--- src/hdl/hs_pkg.sv ---
// ----------------------------------------------------------------------------
// hs_pkg
// Shared constants and the command / status bundles between the heap sorter
// controller and its datapath.
// ----------------------------------------------------------------------------
`default_nettype none

package hs_pkg;

	localparam int MAX_ITEMS_DEF = 64;
	localparam int VALUE_W       = 32;

	// one bit per datapath action, raised by the controller
	typedef struct packed {
		logic load;        // store the incoming element
		logic clear;       // empty the set
		logic build_init;  // idx = count / 2, heap length = count
		logic rd_node;     // read entry idx, node = idx
		logic ld_cur;      // hold the entry read as the value being sifted
		logic rd_kids;     // read both children of node
		logic sift_step;   // one level of sift-down
		logic idx_dec;     // step the loop index down
		logic sort_init;   // idx = count - 1
		logic rd_swap;     // read root and entry idx, node = 0, length = idx
		logic swap_step;   // old root goes to idx, entry idx is sifted
		logic out_init;    // idx = 0
		logic rd_out;      // read entry idx for output
		logic out_load;    // fill the output register
	} hs_cmd_t;

	typedef struct packed {
		logic sift_done;   // sifted value has found its place
		logic idx_zero;
		logic idx_one;
		logic cnt_zero;
		logic cnt_lt2;
		logic out_taken;   // output transaction completes this cycle
		logic out_last;    // output register holds the final element
	} hs_status_t;

endpackage

`default_nettype wire

--- src/hdl/hs_datapath.sv ---
// ----------------------------------------------------------------------------
// hs_datapath
// Element store, counters, sift-down compare logic and output register.
// ----------------------------------------------------------------------------
`default_nettype none

module hs_datapath import hs_pkg::*; #(
	parameter int MAX_ITEMS = MAX_ITEMS_DEF
) (
	input  wire logic               clk,
	input  wire logic               arst_n,
	input  wire hs_cmd_t            cmd,
	output      hs_status_t         status,
	input  wire logic [VALUE_W-1:0] value,
	output      logic               out_valid,
	input  wire logic               out_ready,
	output      logic [VALUE_W-1:0] sorted_value,
	output      logic               last_out,
	output      logic               dropped
);

	localparam int AW   = (MAX_ITEMS > 1) ? $clog2(MAX_ITEMS) : 1;
	localparam int CNTW = $clog2(MAX_ITEMS + 1);
	localparam int CW   = AW + 2;

	logic [VALUE_W-1:0] mem [0:MAX_ITEMS-1];
	logic [VALUE_W-1:0] rdata_a_q;
	logic [VALUE_W-1:0] rdata_b_q;

	logic [CNTW-1:0]    count_q;
	logic               ovf_q;
	logic [CNTW-1:0]    idx_q;
	logic [CNTW-1:0]    len_q;
	logic [AW-1:0]      node_q;
	logic [VALUE_W-1:0] cur_q;
	logic               out_valid_q;
	logic [VALUE_W-1:0] sorted_q;
	logic               last_q;
	logic               dropped_q;

	logic [CW-1:0]      l_idx;
	logic [CW-1:0]      r_idx;
	logic [CW-1:0]      len_ext;
	logic               take_l;
	logic               take_r;
	logic [VALUE_W-1:0] big_val;
	logic               done;
	logic [AW-1:0]      raddr_a;
	logic [AW-1:0]      raddr_b;
	logic               we;
	logic [AW-1:0]      waddr;
	logic [VALUE_W-1:0] wdata;
	logic               has_room;
	logic               out_taken;
	logic [CNTW-1:0]    idx_next;

	always_comb begin
		l_idx    = {1'b0, node_q, 1'b1};
		r_idx    = l_idx + CW'(1);
		len_ext  = CW'(len_q);
		take_l   = (l_idx < len_ext) && (rdata_a_q > cur_q);
		big_val  = take_l ? rdata_a_q : cur_q;
		take_r   = (r_idx < len_ext) && (rdata_b_q > big_val);
		done     = !take_l && !take_r;
		has_room = count_q < CNTW'(MAX_ITEMS);
		out_taken = out_valid_q && out_ready;
		idx_next = idx_q + CNTW'(1);
	end

	always_comb begin
		raddr_a = idx_q[AW-1:0];
		raddr_b = idx_q[AW-1:0];
		if (cmd.rd_kids) begin
			raddr_a = l_idx[AW-1:0];
			raddr_b = r_idx[AW-1:0];
		end else if (cmd.rd_swap) begin
			raddr_a = '0;
		end else if (cmd.rd_out) begin
			raddr_a = idx_q[AW-1:0];
		end
	end

	always_comb begin
		we    = 1'b0;
		waddr = node_q;
		wdata = cur_q;
		if (cmd.load) begin
			we    = has_room;
			waddr = count_q[AW-1:0];
			wdata = value;
		end else if (cmd.sift_step) begin
			we    = 1'b1;
			waddr = node_q;
			wdata = done ? cur_q : (take_r ? rdata_b_q : rdata_a_q);
		end else if (cmd.swap_step) begin
			we    = 1'b1;
			waddr = idx_q[AW-1:0];
			wdata = rdata_a_q;
		end
	end

	// single write port, two registered read ports
	always_ff @(posedge clk) begin
		if (we) begin
			mem[waddr] <= wdata;
		end
		rdata_a_q <= mem[raddr_a];
		rdata_b_q <= mem[raddr_b];
	end

	always_ff @(posedge clk) begin
		if (cmd.build_init) begin
			idx_q <= count_q >> 1;
			len_q <= count_q;
		end else if (cmd.sort_init) begin
			idx_q <= count_q - CNTW'(1);
		end else if (cmd.out_init) begin
			idx_q <= '0;
		end else if (cmd.idx_dec) begin
			idx_q <= idx_q - CNTW'(1);
		end else if (cmd.out_load) begin
			idx_q <= idx_next;
		end
		if (cmd.rd_swap) begin
			len_q <= idx_q;
		end

		if (cmd.rd_node) begin
			node_q <= idx_q[AW-1:0];
		end else if (cmd.rd_swap) begin
			node_q <= '0;
		end else if (cmd.sift_step && !done) begin
			node_q <= take_r ? r_idx[AW-1:0] : l_idx[AW-1:0];
		end

		if (cmd.ld_cur) begin
			cur_q <= rdata_a_q;
		end else if (cmd.swap_step) begin
			cur_q <= rdata_b_q;
		end

		if (cmd.out_load) begin
			sorted_q  <= rdata_a_q;
			last_q    <= (idx_next == count_q);
			dropped_q <= (idx_next == count_q) && ovf_q;
		end
	end

	always_ff @(posedge clk or negedge arst_n) begin
		if (!arst_n) begin
			count_q     <= '0;
			ovf_q       <= 1'b0;
			out_valid_q <= 1'b0;
		end else begin
			if (cmd.clear) begin
				count_q <= '0;
				ovf_q   <= 1'b0;
			end else if (cmd.load) begin
				if (has_room) begin
					count_q <= count_q + CNTW'(1);
				end else begin
					ovf_q <= 1'b1;
				end
			end
			if (cmd.out_load) begin
				out_valid_q <= 1'b1;
			end else if (out_taken) begin
				out_valid_q <= 1'b0;
			end
		end
	end

	always_comb begin
		status.sift_done = done;
		status.idx_zero  = (idx_q == '0);
		status.idx_one   = (idx_q == CNTW'(1));
		status.cnt_zero  = (count_q == '0);
		status.cnt_lt2   = (count_q < CNTW'(2));
		status.out_taken = out_taken;
		status.out_last  = last_q;
	end

	assign out_valid    = out_valid_q;
	assign sorted_value = sorted_q;
	assign last_out     = last_q;
	assign dropped      = dropped_q;

endmodule

`default_nettype wire

--- src/hdl/hs_ctrl.sv ---
// ----------------------------------------------------------------------------
// hs_ctrl
// Sequencer for loading, heap build, sort-down and output of one set.
// ----------------------------------------------------------------------------
`default_nettype none

module hs_ctrl import hs_pkg::*; (
	input  wire logic       clk,
	input  wire logic       arst_n,
	input  wire logic       in_valid,
	output      logic       in_ready,
	input  wire logic       last_in,
	input  wire hs_status_t status,
	output      hs_cmd_t    cmd
);

	localparam logic [3:0] ST_LOAD     = 4'd0;
	localparam logic [3:0] ST_START    = 4'd1;
	localparam logic [3:0] ST_B_RD     = 4'd2;
	localparam logic [3:0] ST_B_CUR    = 4'd3;
	localparam logic [3:0] ST_SIFT_RD  = 4'd4;
	localparam logic [3:0] ST_SIFT_CMP = 4'd5;
	localparam logic [3:0] ST_SWAP_RD  = 4'd6;
	localparam logic [3:0] ST_SWAP     = 4'd7;
	localparam logic [3:0] ST_OUT_RD   = 4'd8;
	localparam logic [3:0] ST_OUT_LD   = 4'd9;
	localparam logic [3:0] ST_OUT_WAIT = 4'd10;

	logic [3:0] state_q;
	logic [3:0] state_nxt;
	logic       sort_q;
	logic       sort_nxt;

	always_comb begin
		cmd       = '0;
		state_nxt = state_q;
		sort_nxt  = sort_q;
		in_ready  = 1'b0;
		unique case (state_q)
			ST_LOAD: begin
				in_ready = 1'b1;
				if (in_valid) begin
					cmd.load = 1'b1;
					if (last_in) begin
						state_nxt = ST_START;
					end
				end
			end
			ST_START: begin
				sort_nxt = 1'b0;
				if (status.cnt_zero) begin
					cmd.clear = 1'b1;
					state_nxt = ST_LOAD;
				end else if (status.cnt_lt2) begin
					cmd.out_init = 1'b1;
					state_nxt    = ST_OUT_RD;
				end else begin
					cmd.build_init = 1'b1;
					state_nxt      = ST_B_RD;
				end
			end
			ST_B_RD: begin
				cmd.rd_node = 1'b1;
				state_nxt   = ST_B_CUR;
			end
			ST_B_CUR: begin
				cmd.ld_cur = 1'b1;
				state_nxt  = ST_SIFT_RD;
			end
			ST_SIFT_RD: begin
				cmd.rd_kids = 1'b1;
				state_nxt   = ST_SIFT_CMP;
			end
			ST_SIFT_CMP: begin
				cmd.sift_step = 1'b1;
				if (!status.sift_done) begin
					state_nxt = ST_SIFT_RD;
				end else if (!sort_q) begin
					// heap build walks parents from the middle down to the root
					if (status.idx_zero) begin
						cmd.sort_init = 1'b1;
						sort_nxt      = 1'b1;
						state_nxt     = ST_SWAP_RD;
					end else begin
						cmd.idx_dec = 1'b1;
						state_nxt   = ST_B_RD;
					end
				end else if (status.idx_one) begin
					cmd.out_init = 1'b1;
					state_nxt    = ST_OUT_RD;
				end else begin
					cmd.idx_dec = 1'b1;
					state_nxt   = ST_SWAP_RD;
				end
			end
			ST_SWAP_RD: begin
				cmd.rd_swap = 1'b1;
				state_nxt   = ST_SWAP;
			end
			ST_SWAP: begin
				cmd.swap_step = 1'b1;
				state_nxt     = ST_SIFT_RD;
			end
			ST_OUT_RD: begin
				cmd.rd_out = 1'b1;
				state_nxt  = ST_OUT_LD;
			end
			ST_OUT_LD: begin
				cmd.out_load = 1'b1;
				state_nxt    = ST_OUT_WAIT;
			end
			ST_OUT_WAIT: begin
				if (status.out_taken) begin
					if (status.out_last) begin
						cmd.clear = 1'b1;
						state_nxt = ST_LOAD;
					end else begin
						state_nxt = ST_OUT_RD;
					end
				end
			end
			default: begin
				state_nxt = ST_LOAD;
			end
		endcase
	end

	always_ff @(posedge clk or negedge arst_n) begin
		if (!arst_n) begin
			state_q <= ST_LOAD;
			sort_q  <= 1'b0;
		end else begin
			state_q <= state_nxt;
			sort_q  <= sort_nxt;
		end
	end

endmodule

`default_nettype wire

--- src/hdl/heap_sorter.sv ---
// ----------------------------------------------------------------------------
// heap_sorter
// Collects a set of unsigned 32-bit values and returns them in ascending
// order using an in-place max-heap sort over a single element store.
//
// Input channel (in_valid/in_ready): one value per transaction; last_in marks
// the final value of a set. Values taken while the store holds MAX_ITEMS
// entries are discarded, but a discarded last_in still ends the set.
// While loading, in_ready stays high through the value marked last_in.
// After the last value the set is sorted in place: each sift-down level
// reads both children, then compares and writes; each sift starts by
// reading and loading the value to sift. The heap build runs N/2+1 sifts
// and the sort-down N-1.
// Output channel (out_valid/out_ready): one sorted value per transaction,
// each loaded only after the previous is taken; last_out marks the final
// value and dropped on it reports values lost to a full store.
// in_ready is low from the end of a set until its final result is taken.
// A stalled receiver holds the output register; the block waits.
// Reset empties the set and drops any result in flight.
// ----------------------------------------------------------------------------
`default_nettype none

module heap_sorter import hs_pkg::*; #(
	parameter int MAX_ITEMS = MAX_ITEMS_DEF
) (
	input  wire logic               clk,
	input  wire logic               arst_n,
	input  wire logic               in_valid,
	output      logic               in_ready,
	input  wire logic [VALUE_W-1:0] value,
	input  wire logic               last_in,
	output      logic               out_valid,
	input  wire logic               out_ready,
	output      logic [VALUE_W-1:0] sorted_value,
	output      logic               last_out,
	output      logic               dropped
);

	hs_cmd_t    cmd;
	hs_status_t status;

	hs_ctrl u_ctrl (
		.clk      (clk),
		.arst_n   (arst_n),
		.in_valid (in_valid),
		.in_ready (in_ready),
		.last_in  (last_in),
		.status   (status),
		.cmd      (cmd)
	);

	hs_datapath #(
		.MAX_ITEMS (MAX_ITEMS)
	) u_datapath (
		.clk          (clk),
		.arst_n       (arst_n),
		.cmd          (cmd),
		.status       (status),
		.value        (value),
		.out_valid    (out_valid),
		.out_ready    (out_ready),
		.sorted_value (sorted_value),
		.last_out     (last_out),
		.dropped      (dropped)
	);

endmodule

`default_nettype wire
--- config.mk ---
export PLATFORM = sky130hd
export DESIGN_NAME = heap_sorter
export DESIGN_NICKNAME = d
export VERILOG_FILES = /design/src/hdl/hs_pkg.sv /design/src/hdl/hs_datapath.sv /design/src/hdl/hs_ctrl.sv /design/src/hdl/heap_sorter.sv
export SDC_FILE = /design/constraint.sdc
export NUM_CORES = 2
export LEC_CHECK = 0
export ABC_AREA = 1
export BUFFER_PORTS_ARGS = -buffer_cell sky130_fd_sc_hd__buf_2
export CAP_MARGIN = 20
export CORE_ASPECT_RATIO = 0.8
export CORE_MARGIN = 2
export CORE_UTILIZATION = 23
export CTS_CLUSTER_DIAMETER = 100
export DETAILED_ROUTE_END_ITERATION = 10
export SLEW_MARGIN = 30
export SYNTH_ARGS = -nofsm -noshare
export SYNTH_HDL_FRONTEND = slang
export SYNTH_SLANG_ARGS = --single-unit
--- constraint.sdc ---
create_clock -name clk -period 17.4 [get_ports clk]
set_input_delay 0 -clock clk [delete_from_list [all_inputs] [get_ports clk]]
set_output_delay 0 -clock clk [all_outputs]
set_load 0.005 [all_outputs]
==> run_results.csv <==
group,metric,value,unit
clock_tree,cts_made_buffers,211,
clock_tree,cts_sinks,2212,
global_routing,grt_pass1_vias,83030,
sta,worst_clock_skew,0.06761,ns
run_status,outcome,"finished clean",
sta,final_hold_viol_count,0,
job,max-cap-violations,0,
synth,synth_seq_area_share,58.97,%
sta,worst_slew_pin_slew,1.198,ns
global_routing,grt_first_pass_wirelength,587100,um
final_layout,drive_gt1_share,6.567,%
power,swShare,49.68,%
final_layout,nFillCells,50630,
global_routing,globalRoute.totalOverflow,0,
synth,ys_types,45,
die,start_util,23.11,%
power,p_per_area,208.6,nW/um^2
synth,yosys.area.top_type,"edfxtp_1",
setup_path,path_class,"register to register",
die,rows,228,
route,drt_iter0_markers,14160,
placed_design,dp_hpwl,217800,um
power,internal_power,0.01315,W
final_layout,final_common_cell,"edfxtp_1",
power,p_leak,43.38,nW
sta,final_max_slew_viol_count,0,
route,final_antenna_net_count,0,
sta,setup-violations-final,0,
die,die_w,782.2,um
final_layout,area_delta_synth_final,12.45,%
clock_tree,cts_tree,"yes",
global_routing,grt_usage,16.08,%
placed_design,routabilityCongestion,0.8747,
die,pin_count,73,
synth,avgSynthCellArea,9.771,um^2
synth,netlist_top_cells_area,"edfxtp_1, nand3_1, o21ai_0",
route,drtPass1Iterations,7,
clock_tree,clock_latency,0.92,ns
setup_path,worstPathArrival,7.43,ns
clock_tree,post_cts_buffers,0,
global_routing,use_met2,23.65,%
route,drt_wl_total,414000,um
setup_path,cp-end-kind,"register",
final_layout,layout_common_cells,"edfxtp_1, nand3_1, o21ai_0",
power,ir_drop,0.2579,mV
setup_path,cp.required,17.94,ns
setup_path,r2r_setup_slack,10.51,ns
route,num_vias,91390,
power,power_frac_clock,17.8,%
setup_path,start_kind,"register",
clock_tree,htreeDepth,4,
clock_tree,cts_max_path_buffers,4,
route,via_per_inst,5.195,
global_routing,use_met3,3.826,%
die,core,482100,um^2
global_routing,use_met1,22.33,%
power,combPwrFrac,54.6,%
final_layout,nets,11110,
global_routing,grt_max_degree,180,
synth,syn_inst,11400,
final_layout,seq_area,65700,um^2
sta,fin_tns_setup,0,ns
sta,timing.final.crit_period,6.894,ns
synth,synth-seq-cells,2212,
sta,maxSlewHeadroom,20.11,%
power,p_seq_share,27.6,%
die,die_h,626.5,um
route,routedWlPerCell,23.53,um
synth,synth_nets,11520,
clock_tree,cts_root_buf,"clkbuf_16",
synth,synth_top_area_share,57.49,%
sta,grt_setup_unrepaired,"false",
placed_design,port_buffers,72,
placed_design,post-place-ws,10.64,ns
power,p_sw,0.01298,W
synth,syn_area,111400,um^2
synth,yosys_warnings,0,
sta,finalCritPeriodShare,39.62,%
setup_path,crit_path_max_fanout,64,
die,die-area,490000,um^2
sta,setup_ws,10.51,ns
final_layout,multi_input_area,37930,um^2
sta,max_freq,145.0,MHz
hold_path,min_path_type,"input pin to register",
route,drc,0,
global_routing,busiest_layer,"met2",
clock_tree,clkSlewWorstSetupHoldPaths,0.07,ns
global_routing,antenna_found_initial,11,
## kinds of logic (layout without fill, tap and decap cells)
| kind of cell | count (synthesis) | after routing | synth area share, % |
|---|---|---|---|
| adder cells (fa/ha/maj) | 83 | 83 | 0.9321 |
| AND/OR/NAND/NOR | 3289 | 3289 | 13.81 |
| flip-flops | 2212 | 2212 | 58.97 |
| AO/OA/AOI/OAI | 3664 | 3664 | 18.29 |
| buffers and inverters | 2139 | 1883 | 7.876 |
| other | 0 | 5 | 0 |
| XOR/XNOR | 16 | 16 | 0.1258 |
## sequential cells by signal, summed over array words and instances (netlist names), 6 cells and up
name and count:
u_datapath.node_q 6, u_datapath.rdata_a_q 32, u_datapath.cur_q 32, u_datapath.count_q 7
u_datapath.idx_q 7, u_datapath.rdata_b_q 32, u_datapath.len_q 7, u_datapath.sorted_value 32
u_datapath.mem 2048
## worst max-delay path: stages, from the launching register on
cell      delay (ns)
edfxtp_1        0.35
inv_1           0.06
ha_1            0.29
nand2_1         0.08
nor2_1          0.15
nand4_1         0.30
nor2_1          0.23
nand2_1         0.08
nand2_1         0.06
a21oi_1         0.05
nand2_2         0.24
buf_4           0.52
o21ai_0         0.17
ha_1            0.32
nand2_1         0.07
nor2_1          0.15
nand4_1         0.29
nor2_1          0.22
nand3_1         0.09
nand2_1         0.07
nor2_1          0.04
nand2_1         0.48
nand3_1         0.32
nand2_2         0.74
a22oi_1         0.23
a21oi_4         0.18
buf_4           0.57
## cell type report
cell class,instances,share of cell area (%)
clock buffers,258,4.470
diodes,5,0.009987
multi-input cells,7052,30.28
repair buffers,304,1.886
well taps,6440,6.431
flip-flops and latches,2212,52.44
inverters,1205,3.656
clock inverters,116,0.8279
## power by group through the flow
stage	registers (W)	logic, W	clock network, W
final	0.00720	0.0143	0.00466
after floorplan	0.00728	0.00889	0
after detailed placement	0.00731	0.0138	0
after global routing	0.00723	0.0152	0.00490
after CTS	0.00719	0.0138	0.00469
after global placement	0.00730	0.0137	0
## stage by stage
| step | total power (W) | std cells | hold WS, ns | cell area, um^2 | utilization, % |
|---|---|---|---|---|---|
| detailed placement | 0.02108 | 17200 | -0.05237 | 118500 | 24.58 |
| CTS | 0.02571 | 17590 | 0.05489 | 125200 | 25.97 |
| global placement | 0.02098 | 17200 | -0.05366 | 118500 | 24.58 |
| floorplan | 0.01617 | 11400 | -0.2956 | 111400 | - |
| global route | 0.02732 | 17590 | 0.1035 | 125300 | 25.99 |
| finish | 0.02613 | 17590 | 0.05918 | 125300 | 25.99 |
## synthesized netlist by cell type (all sizes together)
cell / n
nor3b: 2
o21ai: 1457
or3: 292
nand4: 16
clkbuf: 448
a21boi: 1
a22oi: 3
nor3: 94
edfxtp: 2133
o221ai: 4
xor2: 15
o211ai: 776
xnor2: 1
nand2: 1154
nand3: 1460
buf: 486
a2111o: 1
a21o: 2
dfrtp: 14
a31oi: 3
o21a: 4
or2: 3
inv: 1205
o22ai: 13
nor2: 197
o31ai: 2
o21bai: 1
a21oi: 1396
ha: 83
nand3b: 71
a211oi: 1
dfxtp: 65
## routing by layer
layer	up-vias	wire length, um
li1	40350	-
met5	-	135
met4	6	20780
met3	1042	54100
met2	6166	172600
met1	43820	166400
## final timing paths
path | start | end | depth (start not counted)
min | value[15] | u_datapath.mem[13][15]$_DFFE_PP_ | 4
max | u_datapath.cur_q[23]$_DFFE_PP_ | u_datapath.mem[34][3]$_DFFE_PP_ | 26
max in group asynchronous | arst_n | u_ctrl.state_q[2]$_DFFE_PN0P_ | 3
min reg2reg | u_datapath.rdata_a_q[10]$_DFF_P_ | u_datapath.sorted_value[10]$_DFFE_PP_ | 0
min in group asynchronous | arst_n | u_ctrl.state_q[3]$_DFFE_PN0P_ | 3
max reg2reg | u_datapath.cur_q[23]$_DFFE_PP_ | u_datapath.mem[34][3]$_DFFE_PP_ | 26
## what timing repair did
item,CTS,global route
hold endpoints to repair,26,0
hold buffers,7,0
gates resized for setup,0,0
No activity file was read; power rests on OpenSTA's default activity.
